## src/rtl/xadc_pkg.sv

```systemverilog
// ----------------------------------------------------------------------------
// xadc_pkg: shared types and microcode for the XOR output difference counter
// Step codes, jump conditions, the control word and the microcode table.
// ----------------------------------------------------------------------------
package xadc_pkg;

    // width of the result count and its saturation value
    localparam int unsigned COUNT_BITS = 9;
    localparam logic [COUNT_BITS-1:0] TALLY_MAX = 9'h1FF;

    // microprogram steps
    typedef enum logic [2:0] {
        STEP_IDLE,
        STEP_CLEAR,
        STEP_SWEEP,
        STEP_DRAIN,
        STEP_DONE
    } step_t;

    // jump conditions; a step holds until its condition is true
    typedef enum logic [2:0] {
        COND_IN_VALID,
        COND_CLR_LAST,
        COND_SWEEP_LAST,
        COND_ALWAYS,
        COND_OUT_FREE
    } cond_t;

    // one control word per step
    typedef struct packed {
        logic  in_ready;
        logic  load_diff;
        logic  clr_en;
        logic  sweep_en;
        logic  load_out;
        cond_t cond;
        step_t target;
    } ctrl_t;

    // status flags seen by the sequencer
    typedef struct packed {
        logic in_valid;
        logic clr_last;
        logic sweep_last;
        logic out_free;
    } status_t;

    // microcode table
    function automatic ctrl_t ucode_rom(input step_t step);
        ctrl_t w;
        w = '{in_ready: 1'b0, load_diff: 1'b0, clr_en: 1'b0, sweep_en: 1'b0,
              load_out: 1'b0, cond: COND_ALWAYS, target: STEP_IDLE};
        unique case (step)
            STEP_IDLE:
            begin
                w.in_ready  = 1'b1;
                w.load_diff = 1'b1;
                w.cond      = COND_IN_VALID;
                w.target    = STEP_CLEAR;
            end
            STEP_CLEAR:
            begin
                w.clr_en = 1'b1;
                w.cond   = COND_CLR_LAST;
                w.target = STEP_SWEEP;
            end
            STEP_SWEEP:
            begin
                w.sweep_en = 1'b1;
                w.cond     = COND_SWEEP_LAST;
                w.target   = STEP_DRAIN;
            end
            STEP_DRAIN:
            begin
                w.cond   = COND_ALWAYS;
                w.target = STEP_DONE;
            end
            STEP_DONE:
            begin
                w.load_out = 1'b1;
                w.cond     = COND_OUT_FREE;
                w.target   = STEP_IDLE;
            end
            default:
            begin
                w.cond   = COND_ALWAYS;
                w.target = STEP_IDLE;
            end
        endcase
        return w;
    endfunction

endpackage

```

## src/rtl/xadc_seq.sv

```systemverilog
// ----------------------------------------------------------------------------
// xadc_seq: microcode sequencer
// Step counter over the microcode table with conditional jumps.
// ----------------------------------------------------------------------------
module xadc_seq
(
    input  logic              clk,
    input  logic              rst_n,
    input  xadc_pkg::status_t status,
    output xadc_pkg::ctrl_t   ctrl
);
    import xadc_pkg::*;

    step_t step_reg;
    step_t step_next;
    logic  cond_true;

    // control word for the current step
    always_comb
    begin
        ctrl = ucode_rom(step_reg);
    end

    // condition select and next step
    always_comb
    begin
        unique case (ctrl.cond)
            COND_IN_VALID:   cond_true = status.in_valid;
            COND_CLR_LAST:   cond_true = status.clr_last;
            COND_SWEEP_LAST: cond_true = status.sweep_last;
            COND_OUT_FREE:   cond_true = status.out_free;
            COND_ALWAYS:     cond_true = 1'b1;
            default:         cond_true = 1'b1;
        endcase
        step_next = cond_true ? ctrl.target : step_reg;
    end

    // step counter
    always_ff @(posedge clk or negedge rst_n)
    begin
        if (!rst_n)
        begin
            step_reg <= STEP_IDLE;
        end
        else
        begin
            step_reg <= step_next;
        end
    end

endmodule

```

## src/rtl/xadc_datapath.sv

```systemverilog
// ----------------------------------------------------------------------------
// xadc_datapath: sweep counters, difference unit, seen map and tally
// Two-stage map lookup: read issued in the first stage, mark and count in
// the second, with a bypass for a mark made in the previous cycle.
// ----------------------------------------------------------------------------
module xadc_datapath
#(
    parameter int unsigned WORD_BITS = 8
)
(
    input  logic                            clk,
    input  logic                            rst_n,
    input  xadc_pkg::ctrl_t                 ctrl,
    input  logic                            start,
    input  logic [7:0]                      diff_a,
    input  logic [7:0]                      diff_b,
    output logic                            clr_last,
    output logic                            sweep_last,
    output logic [xadc_pkg::COUNT_BITS-1:0] tally
);
    import xadc_pkg::*;

    localparam int unsigned DEPTH = 1 << WORD_BITS;

    // differences reduced to the word size
    logic [WORD_BITS+7:0]    da_ext;
    logic [WORD_BITS+7:0]    db_ext;
    logic [WORD_BITS-1:0]    da_reg;
    logic [WORD_BITS-1:0]    db_reg;

    logic [WORD_BITS-1:0]    clr_ptr_reg;
    logic [WORD_BITS-1:0]    clr_ptr_next;
    logic [WORD_BITS-1:0]    first_reg;
    logic [WORD_BITS-1:0]    first_next;
    logic [WORD_BITS-1:0]    second_reg;
    logic [WORD_BITS-1:0]    second_next;

    logic [WORD_BITS-1:0]    a2;
    logic [WORD_BITS-1:0]    b2;
    logic [WORD_BITS-1:0]    dx;

    logic                    s2_vld_reg;
    logic [WORD_BITS-1:0]    dx_q_reg;
    logic                    rd_reg;
    logic                    pend_vld_reg;
    logic [WORD_BITS-1:0]    pend_addr_reg;
    logic                    seen;
    logic                    mark;

    logic [COUNT_BITS-1:0]   tally_reg;
    logic [COUNT_BITS-1:0]   tally_next;

    logic                    map_we;
    logic [WORD_BITS-1:0]    map_waddr;
    logic                    map_mem [0:DEPTH-1];

    assign da_ext = {{WORD_BITS{1'b0}}, diff_a};
    assign db_ext = {{WORD_BITS{1'b0}}, diff_b};

    // latch the differences of a new request
    always_ff @(posedge clk)
    begin
        if (start)
        begin
            da_reg <= da_ext[WORD_BITS-1:0];
            db_reg <= db_ext[WORD_BITS-1:0];
        end
    end

    // clear pointer and operand sweep counters
    assign clr_last   = &clr_ptr_reg;
    assign sweep_last = (&first_reg) & (&second_reg);

    always_comb
    begin
        clr_ptr_next = clr_ptr_reg;
        first_next   = first_reg;
        second_next  = second_reg;
        if (ctrl.clr_en)
        begin
            clr_ptr_next = clr_ptr_reg + 1'b1;
        end
        if (ctrl.sweep_en)
        begin
            second_next = second_reg + 1'b1;
            if (&second_reg)
            begin
                first_next = first_reg + 1'b1;
            end
        end
    end

    // output difference of the current pair
    assign a2 = first_reg + da_reg;
    assign b2 = second_reg + db_reg;
    assign dx = (a2 ^ b2) - (first_reg ^ second_reg);

    // second stage: new when neither the map nor last cycle's mark has it
    assign seen = rd_reg | (pend_vld_reg && (pend_addr_reg == dx_q_reg));
    assign mark = s2_vld_reg && !seen;

    always_comb
    begin
        tally_next = tally_reg;
        if (start)
        begin
            tally_next = '0;
        end
        else if (mark && (tally_reg < TALLY_MAX))
        begin
            tally_next = tally_reg + 1'b1;
        end
    end

    assign tally = tally_reg;

    // control registers
    always_ff @(posedge clk or negedge rst_n)
    begin
        if (!rst_n)
        begin
            clr_ptr_reg  <= '0;
            first_reg    <= '0;
            second_reg   <= '0;
            s2_vld_reg   <= 1'b0;
            pend_vld_reg <= 1'b0;
            tally_reg    <= '0;
        end
        else
        begin
            clr_ptr_reg  <= clr_ptr_next;
            first_reg    <= first_next;
            second_reg   <= second_next;
            s2_vld_reg   <= ctrl.sweep_en;
            pend_vld_reg <= mark;
            tally_reg    <= tally_next;
        end
    end

    // stage payload
    always_ff @(posedge clk)
    begin
        dx_q_reg      <= dx;
        pend_addr_reg <= dx_q_reg;
    end

    // seen map: one write port, registered read
    assign map_we    = ctrl.clr_en | mark;
    assign map_waddr = ctrl.clr_en ? clr_ptr_reg : dx_q_reg;

    always_ff @(posedge clk)
    begin
        if (map_we)
        begin
            map_mem[map_waddr] <= !ctrl.clr_en;
        end
        rd_reg <= map_mem[dx];
    end

endmodule

```

## src/rtl/xor_add_diff_output_count_unit.sv

```systemverilog
// ----------------------------------------------------------------------------
// xor_add_diff_output_count_unit: distinct XOR output additive differences
// Counts the distinct values of ((a+da)^(b+db)) - (a^b) over all word pairs.
// ----------------------------------------------------------------------------
// One request starts with a clearing pass over the seen map; then one
// operand pair is checked per cycle through the map's single write port;
// a drain step finishes the lookup pipeline and a done step loads the
// result. The result sits in an output register, so the next request is
// taken while the previous count still waits to be read. The default
// word size is 8 bits. Differences are used modulo 2^WORD_BITS; the count
// saturates at 511.
module xor_add_diff_output_count_unit
#(
    parameter int unsigned WORD_BITS = 8
)
(
    input  logic                            clk,
    input  logic                            rst_n,
    input  logic                            in_valid,
    output logic                            in_ready,
    input  logic [7:0]                      diff_a,
    input  logic [7:0]                      diff_b,
    output logic                            out_valid,
    input  logic                            out_ready,
    output logic [xadc_pkg::COUNT_BITS-1:0] distinct_count
);
    import xadc_pkg::*;

    ctrl_t                 ctrl;
    status_t               status;
    logic                  start;
    logic                  clr_last;
    logic                  sweep_last;
    logic [COUNT_BITS-1:0] tally;
    logic                  out_free;
    logic                  out_load;

    logic                  out_valid_reg;
    logic                  out_valid_next;
    logic [COUNT_BITS-1:0] count_reg;

    // handshake qualifiers
    assign in_ready = ctrl.in_ready;
    assign start    = ctrl.load_diff & in_valid;
    assign out_free = !out_valid_reg || out_ready;
    assign out_load = ctrl.load_out & out_free;

    assign status = '{in_valid: in_valid, clr_last: clr_last,
                      sweep_last: sweep_last, out_free: out_free};

    xadc_seq u_seq
    (
        .clk    (clk),
        .rst_n  (rst_n),
        .status (status),
        .ctrl   (ctrl)
    );

    xadc_datapath #(
        .WORD_BITS (WORD_BITS)
    ) u_datapath
    (
        .clk        (clk),
        .rst_n      (rst_n),
        .ctrl       (ctrl),
        .start      (start),
        .diff_a     (diff_a),
        .diff_b     (diff_b),
        .clr_last   (clr_last),
        .sweep_last (sweep_last),
        .tally      (tally)
    );

    // output register
    always_comb
    begin
        out_valid_next = out_valid_reg;
        if (out_load)
        begin
            out_valid_next = 1'b1;
        end
        else if (out_ready)
        begin
            out_valid_next = 1'b0;
        end
    end

    always_ff @(posedge clk or negedge rst_n)
    begin
        if (!rst_n)
        begin
            out_valid_reg <= 1'b0;
        end
        else
        begin
            out_valid_reg <= out_valid_next;
        end
    end

    always_ff @(posedge clk)
    begin
        if (out_load)
        begin
            count_reg <= tally;
        end
    end

    assign out_valid      = out_valid_reg;
    assign distinct_count = count_reg;

endmodule
```

## config.mk

```make
export PLATFORM = sky130hd
export DESIGN_NAME = xor_add_diff_output_count_unit
export DESIGN_NICKNAME = d
export VERILOG_FILES = /design/src/rtl/xadc_pkg.sv /design/src/rtl/xadc_seq.sv /design/src/rtl/xadc_datapath.sv /design/src/rtl/xor_add_diff_output_count_unit.sv
export SDC_FILE = /design/constraint.sdc
export NUM_CORES = 1
export LEC_CHECK = 0
export BUFFER_PORTS_ARGS = -buffer_cell sky130_fd_sc_hd__buf_2
export CORE_MARGIN = 2
export CORE_UTILIZATION = 67
export CTS_BUF_LIST = sky130_fd_sc_hd__clkbuf_4 sky130_fd_sc_hd__clkbuf_8
export DETAILED_ROUTE_END_ITERATION = 6
export PLACE_DENSITY = 0.84
export SYNTH_ARGS = -nofsm -noshare
export SYNTH_HDL_FRONTEND = slang
export SYNTH_HIERARCHICAL = 1
export SYNTH_SLANG_ARGS = --single-unit
```

## constraint.sdc

```tcl
create_clock -name clk -period 10.7 [get_ports clk]
set_input_delay 1.605 -clock clk [delete_from_list [all_inputs] [get_ports clk]]
set_output_delay 1.605 -clock clk [all_outputs]
set_load 0.03 [all_outputs]
```

==> impl_results.md <==
* CTS sink count at 337
* Reg-to-Reg End: u_datapath/rd_reg$_DFF_P_
* FMAX at 0.215 GHz
* Synth Cell Area at 15,200 µm²
* Placement Setup Slack at 6110 ps
* IO Port Bufs at 30
* Worst-Skew Late Latency at 600 ps
* Commonest non-fill, non-tap cell in the layout: nor2_1
* Most frequent cells in the layout: nor2_1, edfxtp_1, mux4_2
* Die Y at 155 µm
* Leakage power at 5.78 nW
* Cells after Synth at 1,096
* Clock buffer count from CTS at 53
* Clk_skew at 32.8 ps
* Final Util at 0.738
* Gr usage total at 0.273
* # H-tree levels at 2
* First-pass GRT wire length at 49,800 µm
* Worst setup EP type: register
* Antenna diodes at 0
* Fin area at 16,600 µm²
* Crit. Startpoint: u_datapath/first_reg[0]$_DFFE_PN0P_
* DP Area at 15,500 µm²
* GRT Residual Overflow at 0
* Vias per cell at 6.33
* CP Class: register to register
* Full die area at 23,900 µm²
* Reg2Reg Setup Slack at 6060 ps
* Slowest CP cell: mux4_1
* CP delay by family, top: multiplexers
* Max reg flops at 256
* Ys Warns at 6
* RSZ-0062 raised after global routing: no
* Final Cycle Share at 0.434
* Crit-path max cell delay at 650 ps
* Initial antenna violation count at 0
* Initial DRC Count at 1,233
* Syn Area/Cell at 13.9 µm²
* Detailed-placement wirelength estimate at 18,600 µm
* Routed length per instance at 22.0 µm
* Max transition margin at 0.197
* Startpoint types: register
* Worst Tran Pin Value at 1200 ps
* Critical Path Sink: u_datapath/rd_reg$_DFF_P_
* DRT antenna net count at 0
* Hold_buf cts at 0
* Layout filler cell count at 1,398
* Post-CTS sizing at 0
* WL final at 32,000 µm
* Tmin final at 4640 ps
* Req. time, crit path at 11,160 ps
* Min-delay src: u_datapath/dx_q_reg[6]$_DFF_P_
* Via Count at 9,230
* Slew Limit Fails at 0
* Clock Path Buffers at 3
* Worst min-delay path category: register to register
* Endpoints failing hold at 0
* Total stage count of the critical path at 13
* R2r startpoint: u_datapath/first_reg[0]$_DFFE_PN0P_
* CP Cell Sequence: ha_1, inv_1, fa_1, xor2_1, fa_1, buf_4, inv_4, mux4_1, mux4_2, a22oi_2, a31oi_1, a31oi_1, mux2i_1
* Mapped Nets at 1,144
* Initial core utilization at 0.678
* Max_cap viols at 0
* Pwr Density at 185 nW/µm²
* Die W at 155 µm
* R2R depth at 13
* Ratio of cells with drive above 1 in the final layout at 0.180
* Synth-to-Final Area Change at 8.88%
* CTS root buf: clkbuf_8
* Drt pass-1 iters at 5
* Final setup vio count at 0
* Final WS setup at 6060 ps
* Data arrival, critical path at 5100 ps
* Largest net degree at the start of global routing at 134
* Setup_tns at 0 ps
* Top Ports at 31
* Crit path max fanout at 33
* Rows at 55
* Drc violations at 0
* Post-CTS Setup Inserts at 0
* Nets at 1,176
* Status: completed
* Core Area at 22,400 µm²
* CTS clk-pin slew, worst paths at 60 ps
* Vias in the first global route at 9,416
* Peak supply drop at 0.118 mV
* CTS tree: done
* Buf/Inv on CP at 3
* Final GP Congestion at 0.835
-- stage by stage --
stage | total power, mW | std cells | hold WS [ps]
finish | 3.06 | 1457 | 391
global route | 3.15 | 1457 | 411
CTS | 3.06 | 1457 | 396
detailed placement | 1.98 | 1358 | 385
global placement | 1.97 | 1358 | 382
floorplan | 1.84 | 1096 | 372
-- worst min path at each step --
stage                                                      to  cells past startpoint
after global routing      u_datapath/pend_addr_reg[4]$_DFF_P_                      0
after floorplan           u_datapath/pend_addr_reg[1]$_DFF_P_                      0
after CTS                 u_datapath/pend_addr_reg[4]$_DFF_P_                      0
after detailed placement  u_datapath/pend_addr_reg[4]$_DFF_P_                      0
after global placement    u_datapath/pend_addr_reg[1]$_DFF_P_                      0
final                     u_datapath/pend_addr_reg[6]$_DFF_P_                      0
-- per-layer routing --
layer / vias to the layer above / global-route usage / routed length, µm
met1: 4563 / 0.371 / 12400
met5: - / 0 / 0
met2: 500 / 0.439 / 15600
met4: 0 / 0.123 / 1250
met3: 110 / 0.0507 / 2780
li1: 4057 / - / -
-- where the power goes --
group	switching, mW	total (mW)	leakage (nW)	internal [mW]
registers	0.0399	1.52	3.25	1.48
clock network	0.489	1.09	0.579	0.598
logic	0.334	0.452	1.95	0.118
total	0.863	3.06	5.78	2.19
-- area by class of cell --
cell class | instances | area, µm² | share of cell area
Clock buffer | 83 | 1000 | 0.0606
Clock inverter | 16 | 77.6 | 0.00468
Inverter | 25 | 101 | 0.00612
Multi-Input combinational cell | 675 | 5080 | 0.306
Sequential cell | 337 | 9750 | 0.589
Tap cell | 285 | 357 | 0.0215
Timing Repair Buffer | 36 | 195 | 0.0118
Power figures use the tool's default switching activity.
